## src/hdl/gns_pkg.sv

```systemverilog
// ----------------------------------------------------------------------------
// gns_pkg
// Shared types and constants of the 2D gradient noise sampler.
// ----------------------------------------------------------------------------
`default_nettype none

package gns_pkg;

  localparam int FRAC_W = 16;
  localparam int POS_W  = 32;
  localparam int CELL_W = 16;
  localparam int GRAD_W = 16;
  localparam int ENT_W  = 32;
  localparam int DOT_W  = 34;
  localparam int ACC_W  = 36;
  localparam int MUL_W  = 53;
  localparam int OUT_W  = 16;

  typedef enum logic {
    OP_WRITE  = 1'b0,
    OP_SAMPLE = 1'b1
  } op_t;

  typedef enum logic [3:0] {
    S_IDLE, S_MOD, S_ADJ, S_WR, S_RA, S_RB, S_RC,
    S_F1, S_F2, S_B1, S_B2, S_B3, S_B4, S_OUT
  } state_t;

endpackage

`default_nettype wire

```

## src/hdl/gns_wrap.sv

```systemverilog
// ----------------------------------------------------------------------------
// gns_wrap
// Modulo unit: reduces two 16-bit values modulo GRID_SIZE by reciprocal
// multiplication, in two pipelined stages; done pulses with valid remainders.
// ----------------------------------------------------------------------------
`default_nettype none

module gns_wrap #(
  parameter int GRID_SIZE = 256
) (
  input  wire logic                         clk,
  input  wire logic                         rst_n,
  input  wire logic                         start,
  input  wire logic [gns_pkg::CELL_W-1:0]   a_in,
  input  wire logic [gns_pkg::CELL_W-1:0]   b_in,
  output logic                              done,
  output logic [$clog2(GRID_SIZE)-1:0]      a_rem,
  output logic [$clog2(GRID_SIZE)-1:0]      b_rem
);

  import gns_pkg::*;

  localparam int CW = $clog2(GRID_SIZE);
  localparam int SH = CELL_W + CW;
  localparam int MW = CELL_W + 2;
  localparam int PW = CELL_W + MW;
  localparam logic [MW-1:0] RECIP =
    MW'(((64'd1 << SH) + 64'(GRID_SIZE) - 64'd1) / 64'(GRID_SIZE));

  logic [CELL_W-1:0] a_r, b_r, qa_r, qb_r, qa_nxt, qb_nxt;
  logic [CW-1:0]     ra_r, rb_r, ra_nxt, rb_nxt;
  logic              v1_r, v2_r, done_r;
  logic [PW-1:0]     pa, pb;

  // quotient = floor(a * ceil(2^SH / GRID_SIZE) / 2^SH), exact for 16-bit a
  always_comb begin
    pa = PW'(a_r) * PW'(RECIP);
    pb = PW'(b_r) * PW'(RECIP);
    qa_nxt = CELL_W'(pa >> SH);
    qb_nxt = CELL_W'(pb >> SH);
    ra_nxt = CW'(a_r - CELL_W'(qa_r * CELL_W'(GRID_SIZE)));
    rb_nxt = CW'(b_r - CELL_W'(qb_r * CELL_W'(GRID_SIZE)));
  end

  always_ff @(posedge clk) begin
    if (!rst_n) begin
      v1_r   <= 1'b0;
      v2_r   <= 1'b0;
      done_r <= 1'b0;
    end else begin
      v1_r   <= start;
      v2_r   <= v1_r;
      done_r <= v2_r;
    end
  end

  always_ff @(posedge clk) begin
    if (start) begin
      a_r <= a_in;
      b_r <= b_in;
    end
    if (v1_r) begin
      qa_r <= qa_nxt;
      qb_r <= qb_nxt;
    end
    if (v2_r) begin
      ra_r <= ra_nxt;
      rb_r <= rb_nxt;
    end
  end

  assign done  = done_r;
  assign a_rem = ra_r;
  assign b_rem = rb_r;

endmodule

`default_nettype wire

```

## config.mk

```make
export PLATFORM = sky130hd
export DESIGN_NAME = gns_wrap
export DESIGN_NICKNAME = d
export VERILOG_FILES = /design/src/hdl/gns_pkg.sv /design/src/hdl/gns_wrap.sv
export SDC_FILE = /design/constraint.sdc
export NUM_CORES = 1
export LEC_CHECK = 0
export BUFFER_PORTS_ARGS = -buffer_cell sky130_fd_sc_hd__buf_2
export CAP_MARGIN = 20
export CELL_PAD_IN_SITES_DETAIL_PLACEMENT = 1
export CELL_PAD_IN_SITES_GLOBAL_PLACEMENT = 2
export CORE_ASPECT_RATIO = 1.1
export CORE_UTILIZATION = 29
export CTS_BUF_LIST = sky130_fd_sc_hd__clkbuf_8
export CTS_CLUSTER_SIZE = 16
export DETAILED_ROUTE_END_ITERATION = 16
export HOLD_SLACK_MARGIN = 0.06
export PLACE_DENSITY = 0.86
export SLEW_MARGIN = 20
export SYNTH_ARGS = -nofsm -noshare
export SYNTH_HDL_FRONTEND = slang
export SYNTH_SLANG_ARGS = --single-unit
export TNS_END_PERCENT = 100
```

## constraint.sdc

```tcl
create_clock -name clk -period 0.9 [get_ports clk]
set_input_delay 0.18 -clock clk [delete_from_list [all_inputs] [get_ports clk]]
set_output_delay 0.18 -clock clk [all_outputs]
set_load 0.005 [all_outputs]
```

==> metrics.log <==
INFO  metric yosys.area.top_type_share = 0.924
INFO  metric antennaDiodeCount = 0
INFO  metric pwr-share-seq = 0.624
INFO  metric globalRouteTotalUtil = 0.0900
INFO  metric timing.critical_path.cells = buf_2
INFO  metric pre_cts_ws = 108 ps
INFO  metric gp_routability_congestion = 0.696
INFO  metric synthesized_netlist_cell_count = 38
INFO  metric drcViolationCount = 0
INFO  metric placed_cells = 124
INFO  metric fp-row-count = 22
INFO  metric core_region_area = between 0.003 and 0.004 mm^2
INFO  metric worst-path-stages = 1
INFO  metric clock_latency = 280 ps
INFO  metric drt.antenna.violating_nets = 0
INFO  metric synth_top_cell_by_area = sky130_fd_sc_hd__edfxtp_1
INFO  metric cts_post_setup_buffers_inserted = 0
INFO  metric fraction_of_the_mapped_netlist_area_in_compound_gates = 0
INFO  metric critical_path.reg2reg.startpoint = v2_r$_SDFF_PN0_
INFO  metric root_buffer = sky130_fd_sc_hd__clkbuf_8
INFO  metric yosys.cell_types.count = 3
INFO  metric yosys.area_share.simple = 0.0181
INFO  metric critPathBufInv = 1
INFO  metric numCtsBuffers = 5
INFO  metric hpwlAfterDp = 1090 um
INFO  metric powerDensity = approximately 2100 mW/mm^2
INFO  metric netlist_area = 0.00104 mm^2
INFO  metric vdd_ir_drop_max = 1.01 mV
INFO  metric worst_ep_arrival_time = between 700 and 800 ps
INFO  metric finalSetupTns = -692 ps
INFO  metric layout.cells.most_common_list = sky130_fd_sc_hd__buf_2, sky130_fd_sc_hd__edfxtp_1, sky130_fd_sc_hd__clkbuf_8, sky130_fd_sc_hd__and2_1, sky130_fd_sc_hd__buf_12
INFO  metric syn-mean-instance-area = 27.4 um^2
INFO  metric finalWorstSetupSlack = -51.0 ps
INFO  metric most_common_library_cell_in_the_layout_ignoring_fill_and_taps = sky130_fd_sc_hd__buf_2
INFO  metric drt-total-wl = 1490 um
INFO  metric synth_seq_cells = 35
INFO  metric yosysWarningCount = 0
INFO  metric grt_max_degree = 17
INFO  metric grt_first_pass_wirelength = ~2300 um
INFO  metric finalNonFillerCells = approximately 130
INFO  metric worst_slew_margin_rel = 0.928
INFO  metric clockBufferDepth = 2
INFO  metric share_clk_of_total_power = 0.335
INFO  metric cts_tree = done
INFO  metric total_leakage_power = 0.562 nW
INFO  metric floorplan.initialDensity = 0.307
INFO  metric overflow = 0
INFO  metric min_path_cells = 1
INFO  metric cts_num_sinks = 35
INFO  metric count_of_input_and_output_buffers = 35
INFO  metric viasPerCell = 3.79
INFO  metric min_delay_worst_endpoint = b_r[6]$_DFFE_PP_
INFO  metric detailedRoute.firstIterationViolations = 3
INFO  metric worstHoldPathType = primary input to flop
INFO  metric finalMaxSlewViolations = 0
INFO  metric fin_skew = 2.02 ps
INFO  metric finalNetCount = 120
INFO  metric net-switching-power = ~0.00057 W
INFO  metric die_width = between 50 and 60 um
INFO  metric max_freq = 1050 MHz
INFO  metric critical_path.endpoint_type = output port
INFO  metric mappedNetlistNets = 73
INFO  metric timing.setup.critical_path_class = flop to output port
INFO  metric worstRegToRegCells = 1
INFO  metric synthMuxAreaShare = 0
INFO  metric dieHeight = 64.8 um
INFO  metric worst_path_dominant_cell_family = flip-flops
INFO  metric internal-power = 0.00247 W
INFO  metric worst_path_max_delay_cell = sky130_fd_sc_hd__edfxtp_1
INFO  metric cts_htree_levels = 2
INFO  metric sequential_to_total_area_share_from_yosys_stat = 0.982
INFO  metric tightest_slew = 109 ps
INFO  metric power.share.combinational = 0.041
INFO  metric area_grow_syn2layout = 38.3%
INFO  metric post-route-min-period = 951 ps
INFO  metric setup_viol = 16
INFO  metric synthXorXnorAreaFrac = 0
INFO  metric hp-start = b_in[6]
INFO  metric via_count = 508
INFO  metric antenna_found_initial = 0
INFO  metric post-route-period-util = 1.06
INFO  metric layout-drive-gt1-share = 0.523
INFO  metric rsz0062_at_grt = true
INFO  metric dr.pass1.iters = 2
INFO  metric path_clk_slew = approximately 60 ps
INFO  metric die_area = 0.00383 mm^2
INFO  metric failed_checks = negative setup slack
INFO  metric floorplan.io_pins = 52
INFO  metric status = complete, but fails checks
INFO  metric max_fanout_on_critical_path = 1
INFO  metric post_cts_resize_count = 0
INFO  metric report.final.hold_viol_count = 0
INFO  metric netSwitchingFraction = 0.188
INFO  metric slowest_delay = 360 ps
INFO  metric worstSetupStartpointType = flop
INFO  metric maxCapViolCount = 0
INFO  metric wl_per_cell = 11.1 um
INFO  metric netlist_top_cells_area = sky130_fd_sc_hd__edfxtp_1, sky130_fd_sc_hd__dfxtp_1, sky130_fd_sc_hd__and2_1
INFO  metric synth_adder_area_share = 0
INFO  metric via_count_of_the_first_global_routing_pass = 502
INFO  metric required = 720 ps
INFO  metric synth_top_family_by_area = simple AND/OR/NAND/NOR gates
INFO  metric r2r_setup_slack = 110 ps
INFO  metric timing.rr.end = b_rem[0]$_DFFE_PP_
==> Yosys cell counts <==
library cell and number:
sky130_fd_sc_hd__edfxtp_1 32, sky130_fd_sc_hd__and2_1 3, sky130_fd_sc_hd__dfxtp_1 3
==> timing repair <==
item / in CTS / in global routing
endpoints found under the setup margin: 16 / 16
hold buffers: 0 / 2
hold endpoints to repair: 0 / 2
==> cells by family (layout without fill, tap and decap cells) <==
family,count (synthesis),after routing
buf+inv,0,48
simple gates,3,3
flops,35,35
==> state kept, by name, summed over array words and instances, names as in the netlist <==
signal and count:
v1_r 1, done 1, a_rem 8, v2_r 1
b_rem 8, b_r 8, a_r 8
==> power groups by stage <==
stage                     Combinational, W  Clock [W]  Sequential (W)
after floorplan                 0.00000323          0         0.00194
after global placement            0.000115          0         0.00193
after detailed placement          0.000119          0         0.00193
after CTS                         0.000119    0.00107         0.00190
after global routing              0.000135    0.00113         0.00190
final                             0.000123    0.00102         0.00190
==> worst max-delay path by stage <==
stage                                   from                 end  slack [ps]
final                     a_rem[0]$_DFFE_PP_            a_rem[0]         -50
after global routing      b_rem[1]$_DFFE_PP_            b_rem[1]        -100
after CTS                 a_rem[6]$_DFFE_PP_            a_rem[6]         -80
after detailed placement     v2_r$_SDFF_PN0_  b_rem[7]$_DFFE_PP_         110
after global placement       v2_r$_SDFF_PN0_  a_rem[7]$_DFFE_PP_         120
after floorplan              v2_r$_SDFF_PN0_  a_rem[0]$_DFFE_PP_          90
==> stage by stage <==
stage | hold slack [ps] | util | power (W) | cell area (um^2)
after global placement | 359 | 0.395 | 0.00204 | 1340
after global routing | 62.7 | 0.425 | 0.00317 | 1440
final | 74.2 | 0.425 | 0.00304 | 1440
after floorplan | 279 | - | 0.00194 | 1040
after CTS | 61.7 | 0.419 | 0.00308 | 1420
after detailed placement | 359 | 0.395 | 0.00205 | 1340
==> metal layers <==
metal | part of all wire | wire, um | up-vias | GRT usage
met1 | 0.34 | 510 | 238 | 0.0878
met5 | 0 | 0 | - | 0
li1 | - | - | 241 | -
met2 | 0.52 | 783 | 27 | 0.138
met3 | 0.12 | 178 | 2 | 0.0499
met4 | 0.014 | 21 | 0 | 0.0714
==> final cells by class <==
class | count | area, um^2
well taps | 48 | 60.1
flip-flops and latches | 35 | 1020
fillers | 353 | 1950
repair buffers | 40 | 255
multi-input cells | 3 | 18.8
clock inverters | 3 | 12.5
clock buffers | 5 | 68.8
Power figures use the tool's default switching activity.
